$ cat config.mk
export PLATFORM = sky130hd
export DESIGN_NAME = psi_section_parser
export DESIGN_NICKNAME = d
export VERILOG_FILES = /design/src/hdl/psi_pkg.sv /design/src/hdl/psi_csr_regs.sv /design/src/hdl/psi_parse_core.sv /design/src/hdl/psi_section_parser.sv
export VERILOG_INCLUDE_DIRS = /design/src /design/src/hdl
export SDC_FILE = /design/constraint.sdc
export NUM_CORES = 1
export LEC_CHECK = 0
export ABC_AREA = 0
export BUFFER_PORTS_ARGS = -buffer_cell sky130_fd_sc_hd__buf_4
export CORE_MARGIN = 2
export CORE_UTILIZATION = 30
export CTS_CLUSTER_SIZE = 10
export DETAILED_ROUTE_END_ITERATION = 8
export SYNTH_ARGS = -nofsm -noshare
export SYNTH_HDL_FRONTEND = slang
export SYNTH_HIERARCHICAL = 1
export SYNTH_SLANG_ARGS = --single-unit
$ cat constraint.sdc
create_clock -name clock -period 15.6 [get_ports clock]
set_input_delay 0.78 -clock clock [delete_from_list [all_inputs] [get_ports clock]]
set_output_delay 0.78 -clock clock [all_outputs]
set_load 0.01 [all_outputs]
$ cat src/hdl/assert_macros.svh
// Assertion macros shared by the section parser modules.
`ifndef ASSERT_MACROS_SVH
`define ASSERT_MACROS_SVH

// Concurrent check that is switched off while reset is high.
`define ASSERT_SYNC(name, clk, rst, prop, msg) \
   name: assert property (@(posedge clk) disable iff (rst) (prop)) else $error(msg);

// Concurrent check that also holds during reset.
`define ASSERT_ALWAYS(name, clk, prop, msg) \
   name: assert property (@(posedge clk) (prop)) else $error(msg);

`endif

$ cat src/hdl/psi_pkg.sv
// Types and constants shared by the PSI section parser.
package psi_pkg;

   localparam int POS_W = 13;
   localparam int LEN_W = 12;
   localparam int CNT_W = 5;
   localparam int CSR_INDEX_W = 2;

   localparam logic [POS_W-1:0] POS_SAT         = 13'h1FFF;
   localparam logic [POS_W-1:0] POS_LENGTH      = 13'd2;
   localparam logic [POS_W-1:0] POS_ID          = 13'd4;
   localparam logic [POS_W-1:0] POS_VERSION     = 13'd5;
   localparam logic [POS_W-1:0] POS_PROG_INFO   = 13'd11;
   localparam logic [POS_W-1:0] PAT_FIRST_ENTRY = 13'd8;
   localparam logic [POS_W-1:0] PMT_LOOP_BASE   = 13'd12;

   localparam logic [7:0] TID_PAT = 8'h00;
   localparam logic [7:0] TID_PMT = 8'h02;

   // Kind of table being parsed.
   localparam logic [1:0] TK_IDLE = 2'd0;
   localparam logic [1:0] TK_PAT  = 2'd1;
   localparam logic [1:0] TK_PMT  = 2'd2;

   // Kind of result word.
   localparam logic [1:0] KIND_PAT     = 2'd0;
   localparam logic [1:0] KIND_PMT     = 2'd1;
   localparam logic [1:0] KIND_SUMMARY = 2'd2;

   // Configuration register indexes.
   localparam logic [CSR_INDEX_W-1:0] CSR_MAX_PROGRAMS = 2'd0;
   localparam logic [CSR_INDEX_W-1:0] CSR_MAX_STREAMS  = 2'd1;

   localparam logic [CNT_W-1:0] RST_MAX_PROGRAMS = 5'd8;
   localparam logic [CNT_W-1:0] RST_MAX_STREAMS  = 5'd20;

   typedef struct packed {
      logic [7:0] data_byte;
      logic       section_start;
   } req_type;

   typedef struct packed {
      logic [1:0]       entry_kind;
      logic [CNT_W-1:0] entry_index;
      logic [15:0]      number_or_type;
      logic [12:0]      packet_id;
      logic [LEN_W-1:0] info_length;
      logic [15:0]      stream_or_program_id;
      logic [4:0]       version;
      logic [LEN_W-1:0] section_len;
   } rsp_type;

   typedef struct packed {
      logic [CNT_W-1:0] max_programs;
      logic [CNT_W-1:0] max_streams;
   } cfg_type;

endpackage

$ cat src/hdl/psi_csr_regs.sv
// Configuration registers of the PSI section parser.
module psi_csr_regs (
   input  logic                               clock,
   input  logic                               reset,
   input  logic                               csr_valid,
   output logic                               csr_ready,
   input  logic [psi_pkg::CSR_INDEX_W-1:0]    csr_index,
   input  logic [psi_pkg::CNT_W-1:0]          csr_wdata,
   output psi_pkg::cfg_type                   cfg
);
   import psi_pkg::*;

   cfg_type cfg_ff;
   cfg_type cfg_in;

   assign csr_ready = 1'b1;
   assign cfg = cfg_ff;

   always_comb begin
      cfg_in = cfg_ff;
      if (csr_valid && csr_ready) begin
         unique case (csr_index)
            CSR_MAX_PROGRAMS: cfg_in.max_programs = csr_wdata;
            CSR_MAX_STREAMS:  cfg_in.max_streams  = csr_wdata;
            default: begin
               // Writes to unused indexes are dropped.
            end
         endcase
      end
   end

   always_ff @(posedge clock) begin
      if (reset) begin
         cfg_ff.max_programs <= RST_MAX_PROGRAMS;
         cfg_ff.max_streams  <= RST_MAX_STREAMS;
      end else begin
         cfg_ff <= cfg_in;
      end
   end

endmodule

$ cat src/hdl/psi_parse_core.sv
// Per-byte section state and result formation for the PSI section parser.
`include "assert_macros.svh"

module psi_parse_core (
   input  logic             clock,
   input  logic             reset,
   input  logic             step,
   input  psi_pkg::req_type req_word,
   input  psi_pkg::cfg_type cfg,
   output logic             res_hit,
   output psi_pkg::rsp_type res_word
);
   import psi_pkg::*;

   logic [POS_W-1:0] pos_ff, pos_in;
   logic [POS_W-1:0] nes_ff, nes_in;
   logic [1:0]       tk_ff, tk_in;
   logic [LEN_W-1:0] len_ff, len_in;
   logic [LEN_W-1:0] pinfo_ff, pinfo_in;
   logic [39:0]      bytes_ff, bytes_in;
   logic [CNT_W-1:0] count_ff, count_in;
   logic [15:0]      id_ff, id_in;
   logic [4:0]       ver_ff, ver_in;

   logic [39:0]      shifted;
   logic [LEN_W-1:0] len_cur, pinfo_cur, es_len;
   logic [POS_W-1:0] nes_cur;
   logic [15:0]      id_cur;
   logic [4:0]       ver_cur;
   logic [CNT_W-1:0] count_cur;
   logic [POS_W:0]   pos_x, nes_x, len_x, pat_next, pmt_next;
   logic             prog_info_byte, pat_match, pmt_match, under_cap, entry_hit, summary;

   always_comb begin
      shifted        = {bytes_ff[31:0], req_word.data_byte};
      es_len         = shifted[LEN_W-1:0];
      prog_info_byte = (pos_ff == POS_PROG_INFO) && (tk_ff == TK_PMT);
      len_cur   = (pos_ff == POS_LENGTH) ? shifted[LEN_W-1:0] : len_ff;
      pinfo_cur = prog_info_byte ? shifted[LEN_W-1:0] : pinfo_ff;
      // The stream loop begins right after the program descriptors.
      nes_cur   = prog_info_byte ? (PMT_LOOP_BASE + {1'b0, shifted[LEN_W-1:0]}) : nes_ff;
      id_cur    = (pos_ff == POS_ID) ? shifted[15:0] : id_ff;
      ver_cur   = (pos_ff == POS_VERSION) ? req_word.data_byte[5:1] : ver_ff;

      pos_x = {1'b0, pos_ff};
      nes_x = {1'b0, nes_cur};
      len_x = {2'b00, len_cur};

      // An entry counts only if its last byte lies before the four CRC bytes.
      pat_match = (tk_ff == TK_PAT) && (pos_x == nes_x + 14'd3) && (nes_x + 14'd5 <= len_x);
      pmt_match = (tk_ff == TK_PMT) && (pos_x == nes_x + 14'd4) && (nes_x + 14'd6 <= len_x);
      under_cap = pat_match ? (count_ff < cfg.max_programs) : (count_ff < cfg.max_streams);
      entry_hit = (pat_match || pmt_match) && under_cap;
      count_cur = count_ff + {{(CNT_W-1){1'b0}}, entry_hit};

      pat_next = nes_x + 14'd4;
      pmt_next = nes_x + 14'd5 + {2'b00, es_len};

      summary = (pos_ff >= POS_LENGTH) && (pos_x == len_x + 14'd2);
   end

   always_comb begin
      pos_in   = pos_ff;
      nes_in   = nes_ff;
      tk_in    = tk_ff;
      len_in   = len_ff;
      pinfo_in = pinfo_ff;
      bytes_in = bytes_ff;
      count_in = count_ff;
      id_in    = id_ff;
      ver_in   = ver_ff;
      res_hit  = 1'b0;
      res_word = '0;

      if (req_word.section_start) begin
         if (req_word.data_byte == TID_PAT) begin
            tk_in = TK_PAT;
         end else if (req_word.data_byte == TID_PMT) begin
            tk_in = TK_PMT;
         end else begin
            tk_in = TK_IDLE;
         end
         pos_in   = {{(POS_W-1){1'b0}}, 1'b1};
         len_in   = '0;
         pinfo_in = '0;
         nes_in   = (tk_in == TK_PAT) ? PAT_FIRST_ENTRY : POS_SAT;
         bytes_in = {32'd0, req_word.data_byte};
         count_in = '0;
         id_in    = '0;
         ver_in   = '0;
      end else if (tk_ff != TK_IDLE) begin
         bytes_in = shifted;
         len_in   = len_cur;
         pinfo_in = pinfo_cur;
         id_in    = id_cur;
         ver_in   = ver_cur;
         count_in = count_cur;
         nes_in   = nes_cur;
         if (pat_match) begin
            nes_in = (pat_next > {1'b0, POS_SAT}) ? POS_SAT : pat_next[POS_W-1:0];
         end else if (pmt_match) begin
            nes_in = (pmt_next > {1'b0, POS_SAT}) ? POS_SAT : pmt_next[POS_W-1:0];
         end

         if (entry_hit) begin
            res_hit              = 1'b1;
            res_word.entry_index = count_ff;
            if (pat_match) begin
               res_word.entry_kind     = KIND_PAT;
               res_word.number_or_type = shifted[31:16];
               res_word.packet_id      = shifted[12:0];
            end else begin
               res_word.entry_kind     = KIND_PMT;
               res_word.number_or_type = {8'd0, shifted[39:32]};
               res_word.packet_id      = shifted[28:16];
               res_word.info_length    = es_len;
            end
         end

         if (summary) begin
            // The summary replaces an entry that ends on the same byte.
            res_hit                       = 1'b1;
            res_word                      = '0;
            res_word.entry_kind           = KIND_SUMMARY;
            res_word.entry_index          = count_cur;
            res_word.info_length          = (tk_ff == TK_PMT) ? pinfo_cur : '0;
            res_word.stream_or_program_id = id_cur;
            res_word.version              = ver_cur;
            res_word.section_len          = len_cur;
            tk_in  = TK_IDLE;
            pos_in = '0;
         end else begin
            pos_in = (pos_ff == POS_SAT) ? POS_SAT : pos_ff + 13'd1;
         end
      end
   end

   always_ff @(posedge clock) begin
      if (reset) begin
         pos_ff   <= '0;
         nes_ff   <= '0;
         tk_ff    <= TK_IDLE;
         len_ff   <= '0;
         pinfo_ff <= '0;
         bytes_ff <= '0;
         count_ff <= '0;
         id_ff    <= '0;
         ver_ff   <= '0;
      end else if (step) begin
         pos_ff   <= pos_in;
         nes_ff   <= nes_in;
         tk_ff    <= tk_in;
         len_ff   <= len_in;
         pinfo_ff <= pinfo_in;
         bytes_ff <= bytes_in;
         count_ff <= count_in;
         id_ff    <= id_in;
         ver_ff   <= ver_in;
      end
   end

   `ASSERT_SYNC(a_active_pos_nonzero, clock, reset, (tk_ff != TK_IDLE) |-> (pos_ff != '0), "active section with zero byte position")
   `ASSERT_SYNC(a_summary_goes_idle, clock, reset, (step && res_hit && (res_word.entry_kind == KIND_SUMMARY)) |=> (tk_ff == TK_IDLE), "parser not idle after summary")
   `ASSERT_SYNC(a_pat_under_cap, clock, reset, (step && res_hit && (res_word.entry_kind == KIND_PAT)) |-> (res_word.entry_index < cfg.max_programs), "program entry beyond cap")

endmodule

$ cat src/hdl/psi_section_parser.sv
// Top level of the PSI section parser: input register, parse core, result register.
//
// The block takes one section byte per cycle while rsp_stall is low and gives at most one
// result word per byte: a byte passes from the input register through the parse core
// into the result register, from which its result word is presented on rsp_data, and a
// new byte is accepted in every cycle while rsp_stall is low. The rate is set by the
// parse core, which updates its per-section state for each byte; while the result
// register holds a word and rsp_stall is high, the byte waits in the input register and
// req_stall rises in the same cycle.
`include "assert_macros.svh"

module psi_section_parser (
   input  logic                            clock,
   input  logic                            reset,
   input  logic                            req_valid,
   output logic                            req_stall,
   input  psi_pkg::req_type                req_data,
   output logic                            rsp_valid,
   input  logic                            rsp_stall,
   output psi_pkg::rsp_type                rsp_data,
   input  logic                            csr_valid,
   output logic                            csr_ready,
   input  logic [psi_pkg::CSR_INDEX_W-1:0] csr_index,
   input  logic [psi_pkg::CNT_W-1:0]       csr_wdata
);
   import psi_pkg::*;

   cfg_type cfg;
   logic    in_valid_ff, in_valid_in;
   req_type in_data_ff;
   logic    out_valid_ff, out_valid_in;
   rsp_type out_data_ff;
   logic    step, accept, res_hit;
   rsp_type res_word;

   psi_csr_regs u_csr (
      .clock     (clock),
      .reset     (reset),
      .csr_valid (csr_valid),
      .csr_ready (csr_ready),
      .csr_index (csr_index),
      .csr_wdata (csr_wdata),
      .cfg       (cfg)
   );

   psi_parse_core u_core (
      .clock    (clock),
      .reset    (reset),
      .step     (step),
      .req_word (in_data_ff),
      .cfg      (cfg),
      .res_hit  (res_hit),
      .res_word (res_word)
   );

   // The held byte is processed once the result register is free or being emptied.
   assign step      = in_valid_ff && (!out_valid_ff || !rsp_stall);
   assign req_stall = in_valid_ff && !step;
   assign accept    = req_valid && !req_stall;
   assign rsp_valid = out_valid_ff;
   assign rsp_data  = out_data_ff;

   always_comb begin
      in_valid_in = in_valid_ff;
      if (accept) begin
         in_valid_in = 1'b1;
      end else if (step) begin
         in_valid_in = 1'b0;
      end

      out_valid_in = out_valid_ff;
      if (step && res_hit) begin
         out_valid_in = 1'b1;
      end else if (out_valid_ff && !rsp_stall) begin
         out_valid_in = 1'b0;
      end
   end

   always_ff @(posedge clock) begin
      if (reset) begin
         in_valid_ff  <= 1'b0;
         out_valid_ff <= 1'b0;
      end else begin
         in_valid_ff  <= in_valid_in;
         out_valid_ff <= out_valid_in;
      end
   end

   always_ff @(posedge clock) begin
      if (accept) begin
         in_data_ff <= req_data;
      end
      if (step && res_hit) begin
         out_data_ff <= res_word;
      end
   end

   `ASSERT_SYNC(a_stall_needs_word, clock, reset, req_stall |-> in_valid_ff, "input stalled with empty input register")
   `ASSERT_SYNC(a_result_lands, clock, reset, (step && res_hit) |=> rsp_valid, "result word lost on its way to the output")
   `ASSERT_SYNC(a_step_has_room, clock, reset, (step && out_valid_ff) |-> !rsp_stall, "byte processed while result register is blocked")

endmodule
==> run summary, run 1 <==
Post-Synthesis Cells: 1483
Critical path peak fanout: 73
Synth Flop Type: dfxtp_1
Std cell rows: 75
Die width: 211 µm
Static leakage: 5.02 nW
Int Pwr: 932 µW
Number of I/O pins: 105
Average wire per standard cell: 20.1 µm
Min Tclk post-route: 8.87 ns
Combinational fraction of design power: 0.090
Syn_area_per_cell: 8.66 µm²
Count of warnings emitted by yosys: 6
XOR/XNOR share of the synthesized area: 0.0525
Net Sw Power: 305 µW
Via/cell ratio: 5.46
Sequential cell area fraction in the yosys report: 0.400
Simple-Gate Fraction of Synth Area: 0.206
Yosys top cell area share: 0.210
Final core utilization: 0.353
Synth cell count leaders: nand2_1, nor2_1, dfxtp_1
Mux cell area share after synthesis: 0.0298
Maximum VDD drop: 0.0704 mV
Fin crit share: 0.568
Largest family of logic cells by synthesized area: simple AND/OR/NAND/NOR gates
Setup Viol. Count Final: 0
Worst slack, placed: 6.83 ns
Cell family with most CP delay: compound AO/OA/AOI/OAI gates
Final WS setup: 6.73 ns
Fin nets: 1629
Pre-Repair DR Iteration Count: 5
Synth Register Bits: 212
Max-cap violations: 0
Root buffer cell: clkbuf_16
Instance count on the critical path: 22
Slowest CP cell: a2111oi_4
Worst-path cell chain: ha_1 -> and4b_1 -> and4_1 -> buf_4 -> mux2i_1 -> inv_1 -> ha_1 -> a21oi_1 -> xor2_1 -> ha_1 -> and4_1 -> a221oi_1 -> o21ai_0 -> a211oi_1 -> o2111ai_1 -> or4_1 -> a2111oi_4 -> a21oi_2 -> a21oi_1 -> nand2_1 -> a21oi_4 -> buf_4
Fraction of layout cells with a size suffix above 1: 0.139
H-tree Lvls: 1
TritonCTS buffer count: 25
Largest net degree at the start of global routing: 79
Total power: 1.24 mW
Post-CTS setup buffers: 0
Core area: 42100 µm²
FF-to-FF path depth: 22
Startpoint class of the critical path: register
Die area: 44500 µm²
Hold Crit Class: in2reg
Number of synthesized flops with an enable pin: 90
Final Hold Vio Count: 0
Synth Area in Compound Gates: 0.202
Slew Limit Fails: 0
GRT Total Usage: 0.187
Clk_lat worst skew: 0.53 ns
Outcome: complete, no violations
Most used cell along the critical path: ha_1
Critical Path AT: 9.02 ns
Final HPWL DP: 30300 µm
Sw Share: 0.247
Grt total ovfl: 0
FFs w/ async S/R, synth: 0
Post-CTS Resized: 0
Post-synth top area cell: edfxtp_1
Maximum root-to-sink buffer count: 3
CP Buf/Inv Count: 3
First-pass GRT wire length: 65100 µm
Syn_nets: 1567
Largest cells by area after synthesis: edfxtp_1, dfxtp_1, ha_1
Setup Total Neg Slack: 0 ns
Remaining DRCs: 0
Pwr dens: 83.0 nW/µm²
Drt first-iter violations: 928
RSZ-0062 raised after global routing: false
Slew Limit Headroom: 0.144
Reg clk slew, reported paths: 0.06 ns
Cell count of the worst hold path: 1
N_diodes: 0
Hold WS: 0.420 ns
Worst-case clock skew: 0.0133 ns
Post-synthesis adder-cell area fraction: 0.0619
Crit path kind: reg2reg
Synth Cell Area: 12800 µm²
Area delta synth->final: 15.9%
Clock network power share: 0.436
Vias: 11500
Sequential Power Share: 0.474
Die H: 211 µm
Post-Route WL: 42200 µm
Worst Path Required: 15.75 ns
Fmax: 113 MHz
Vias in the first global route: 10900
Slowest stage delay, CP: 0.96 ns
Antenna violations before repair: 0
PortBufs: 103
Final antenna-violating net count: 0
Initial core utilization: 0.305
CTS tree: yes
Cts hold-fix bufs: 0
RePlAce Congestion: 0.940
Count leader, synth: nand2_1
Clk sink count: 212
Worst-margin pin slew: 1.28 ns
Nature of the critical path endpoint: register
Synth unique cells: 83
cells by family (layout without fill, tap and decap cells):
family	after synthesis	count (layout)
multiplexers	37	37
AO/OA/AOI/OAI	387	387
AND/OR/NAND/NOR	561	561
buffers and inverters	145	224
flip-flops	212	212
adder cells (fa/ha/maj)	63	63
XOR/XNOR	77	77
other	1	1
layout by cell type, fill, tap and decap left out, types with 17 or more instances in the layout:
cell type / n
a21o_1: 29
a21oi_1: 101
a21oi_2: 22
a22oi_1: 61
and2_1: 17
buf_4: 137
clkbuf_16: 25
dfxtp_1: 122
edfxtp_1: 90
ha_1: 62
inv_1: 42
mux2i_1: 32
nand2_1: 191
nand2b_1: 23
nand3_1: 39
nor2_1: 162
nor3_1: 30
o21ai_0: 59
xnor2_1: 44
xor2_1: 33
registers in the layout, summed over array words and instances (netlist names), 2 cells and up:
name / flops
in_data_ff: 9
rsp_data: 81
u_core/bytes_ff: 32
u_core/count_ff: 5
u_core/id_ff: 16
u_core/len_ff: 12
u_core/nes_ff: 13
u_core/pinfo_ff: 12
u_core/pos_ff: 13
u_core/tk_ff: 2
u_core/ver_ff: 5
u_csr/cfg: 10
final timing paths:
check                                      start       endpoint  slack, ns
worst max-delay path            u_core/pos_ff[1]    rsp_data[7]       6.73
worst min-delay path                 req_data[2]  in_data_ff[2]       0.42
worst max register to register  u_core/pos_ff[1]    rsp_data[7]       6.73
worst min register to register      u_csr/cfg[1]   u_csr/cfg[1]       0.48
power groups by stage:
stage,registers [mW],clock network (mW),logic [mW]
2_1_floorplan,0.595,0,0.0732
3_3_place_gp,0.598,0,0.110
3_5_place_dp,0.598,0,0.110
4_1_cts,0.586,0.550,0.110
5_1_grt,0.586,0.568,0.121
6_report,0.586,0.539,0.111
cell type report:
type | count | area, µm²
clock buffers | 43 | 723
clock inverters | 1 | 8.76
fillers | 4338 | 27200
inverters | 43 | 161
multi-input cells | 1126 | 7150
flip-flops and latches | 212 | 5140
well taps | 539 | 674
repair buffers | 137 | 1030
routing by layer:
| metal | wire, µm | GRT usage | share of wire | vias to the layer above |
|---|---|---|---|---|
| met2 | 20100 | 0.316 | 0.48 | 383 |
| met5 | 0 | 0 | 0 | - |
| met1 | 18200 | 0.244 | 0.43 | 5566 |
| li1 | - | - | - | 5441 |
| met3 | 2500 | 0.0247 | 0.059 | 73 |
| met4 | 1450 | 0.0714 | 0.034 | 0 |
worst register-to-register path, cell delays in order, from the launching register on:
cell       delay [ns]
dfxtp_1          0.55
ha_1             0.27
and4b_1          0.31
and4_1           0.60
buf_4            0.39
mux2i_1          0.46
inv_1            0.24
ha_1             0.39
a21oi_1          0.45
xor2_1           0.21
ha_1             0.27
and4_1           0.21
a221oi_1         0.28
o21ai_0          0.12
a211oi_1         0.35
o2111ai_1        0.15
or4_1            0.64
a2111oi_4        0.97
a21oi_2          0.18
a21oi_1          0.21
nand2_1          0.12
a21oi_4          0.29
buf_4            0.74
metrics by stage:
step / area (µm²) / std cells
floorplan: 12800 / 1483
global placement: 14200 / 2057
detailed placement: 14200 / 2057
CTS: 14900 / 2101
global route: 14900 / 2101
finish: 14900 / 2101
(Power assumes the default switching activity.)
==> run 2, diff against run 1 <==
- ABC_AREA: 0 -> 1
- clock period: 15.6 -> 8.5 ns (I/O delays scaled with it)
==> run 2 against run 1 <==
  * Sequential power increased by 86%
  * Global-route usage rose by 0.78 points
  * Final cell count up 20%
  * Routed wire length grew 11%
  * Combinational power up 120%
  * Critical path depth rose by 12
  * First-iteration DRC count up 30%
  * Critical path type unchanged
  * Synthesized cell count is 25% higher
  * Cell area rose by 4.7%
  * Register-to-register slack worse by 4.9 ns
  * Clock power up 120%
==> run summary, run 2 <==
Die area: 46700 µm²
Largest cells by area after synthesis: edfxtp_1, dfxtp_1, nand2_1
Static leakage: 6.65 nW
Final HPWL DP: 34600 µm
Cts hold-fix bufs: 0
Count of warnings emitted by yosys: 6
TritonCTS buffer count: 27
Slowest CP cell: edfxtp_1
Cell count of the worst hold path: 1
Final Hold Vio Count: 0
Synth Area in Compound Gates: 0.128
Final antenna-violating net count: 0
Critical Path AT: 6.88 ns
Post-CTS Resized: 0
Fin crit share: 0.786
Syn_nets: 1934
Slew Limit Headroom: 0.0535
N_diodes: 0
Setup Viol. Count Final: 0
CP Buf/Inv Count: 9
Multi-input gate area: 7050 µm²
Mux cell area share after synthesis: 0
Std cell rows: 77
FILL cells: 4731
Min Tclk post-route: 6.68 ns
Post-synth top area cell: edfxtp_1
Nature of the critical path endpoint: register
Antenna violations before repair: 0
Count leader, synth: nand2_1
Worst-margin pin slew: 1.38 ns
CTS tree: yes
Fmax: 150 MHz
First-pass GRT wire length: 70700 µm
Remaining DRCs: 0
Worst flop-to-flop path endpoint: rsp_data[8]
Via/cell ratio: 4.98
Syn_area_per_cell: 7.29 µm²
Fin nets: 1998
Largest net degree at the start of global routing: 82
Worst Path Required: 8.70 ns
Critical path peak fanout: 81
Post-Synthesis Cells: 1850
Max reg flops: 81
H-tree Lvls: 1
Slowest stage delay, CP: 0.73 ns
Drt first-iter violations: 1203
Outcome: complete, no violations
Yosys top cell area share: 0.200
Setup Total Neg Slack: 0 ns
Pwr dens: 160 nW/µm²
Root buffer cell: clkbuf_16
Hold path start: req_data[7]
Fraction of layout cells with a size suffix above 1: 0.137
Hold Crit Class: in2reg
Initial core utilization: 0.304
Synth Cell Area: 13500 µm²
Clk sink count: 212
Register area: 5140 µm²
Maximum root-to-sink buffer count: 3
Grt total ovfl: 0
R2R Setup Slk: 1.82 ns
Number of synthesized flops with an enable pin: 90
Simple-Gate Fraction of Synth Area: 0.297
Startpoint class of the critical path: register
Average wire per standard cell: 18.5 µm
Pre-Repair DR Iteration Count: 5
Synth unique cells: 50
Slew Limit Fails: 0
Synth Flop Type: dfxtp_1
Most frequent cells in the layout: nand2_1, inv_1, a21oi_1
Die width: 216 µm
Max-cap violations: 0
Hold endpoint: in_data_ff[7]
Sequential cell area fraction in the yosys report: 0.382
Commonest non-fill, non-tap cell in the layout: nand2_1
Vias in the first global route: 11800
Vias: 12600
RePlAce Congestion: 0.998
Clk_lat worst skew: 0.57 ns
PortBufs: 103
Cell family with most CP delay: simple AND/OR/NAND/NOR gates
GRT Total Usage: 0.195
Final WS setup: 1.82 ns
Most used cell along the critical path: nand2_1
Synth cell count leaders: nand2_1, inv_1, a21oi_1
Reg clk slew, reported paths: 0.06 ns
Number of I/O pins: 105
Die H: 216 µm
Area delta synth->final: 15.7%
Maximum VDD drop: 0.127 mV
XOR/XNOR share of the synthesized area: 0.0370
Worst-case clock skew: 0.0133 ns
Synth Register Bits: 212
Post-CTS setup buffers: 0
RSZ-0062 raised after global routing: false
Post-synthesis adder-cell area fraction: 0.0590
Worst r2r src: in_data_ff[4]
Crit path kind: reg2reg
Core area: 44300 µm²
FFs w/ async S/R, synth: 0
Worst slack, placed: 2.02 ns
Post-Route WL: 46800 µm
FF-to-FF path depth: 34
Largest family of logic cells by synthesized area: simple AND/OR/NAND/NOR gates
## run 2: cell types whose count changed after synthesis, sizes merged, moves of 24 or more
cell	change
nand2	+350
inv	+177
nand3	+62
a22oi	-51
o21ai	+41
a21oi	+39
xnor2	-36
clkbuf	-35
mux2i	-33
a21o	-27
nand2b	-24
## run 2: layout make-up
| type | count | area share |
|---|---|---|
| repair buffers | 120 | 0.0586 |
| clock buffers | 45 | 0.0517 |
| well taps | 592 | 0.0475 |
| flip-flops and latches | 212 | 0.330 |
| clock inverters | 4 | 0.00570 |
| inverters | 226 | 0.0546 |
| multi-input cells | 1327 | 0.452 |
## run 2: cell families after synthesis
kind of cell / Yosys count
other cells: 1
flops: 212
compound gates: 315
fa+ha+maj: 63
simple gates: 891
xor+xnor: 57
buf+inv: 311
## run 2: worst max-delay path by stage
stage	startpoint	endpoint	slack, ns	depth (start not counted)
6_report	in_data_ff[4]	rsp_data[8]	1.82	34
5_1_grt	u_core/pos_ff[0]	rsp_data[3]	1.31	36
4_1_cts	in_data_ff[4]	rsp_data[8]	2.00	34
3_5_place_dp	in_data_ff[4]	rsp_data[11]	2.02	34
3_3_place_gp	in_data_ff[4]	rsp_data[7]	2.19	34
2_1_floorplan	u_core/pos_ff[0]	rsp_data[0]	0.26	35
## run 2: power breakdown
group          leakage (nW)  internal, mW  switching, mW
Combinational          4.33        0.0753          0.171
Sequential             1.88          1.07         0.0228
Clock                 0.430         0.706          0.456
## run 2: per-layer routing
| metal | GRT usage | up-vias | share of wire |
|---|---|---|---|
| met4 | 0.0607 | 0 | 0.027 |
| met1 | 0.272 | 5913 | 0.45 |
| met3 | 0.0266 | 71 | 0.069 |
| met2 | 0.314 | 456 | 0.45 |
| li1 | - | 6150 | - |
| met5 | 0 | - | 0 |
## run 2: per-stage QoR
stage	utilization	cell area (µm²)	power (mW)	instances	hold WS, ns
floorplan	-	13500	1.27	1850	0.428
global placement	0.332	14700	1.36	2477	0.447
detailed placement	0.332	14700	1.36	2477	0.449
CTS	0.352	15600	2.52	2526	0.0186
global route	0.352	15600	2.59	2526	0.0220
finish	0.352	15600	2.50	2526	0.0369
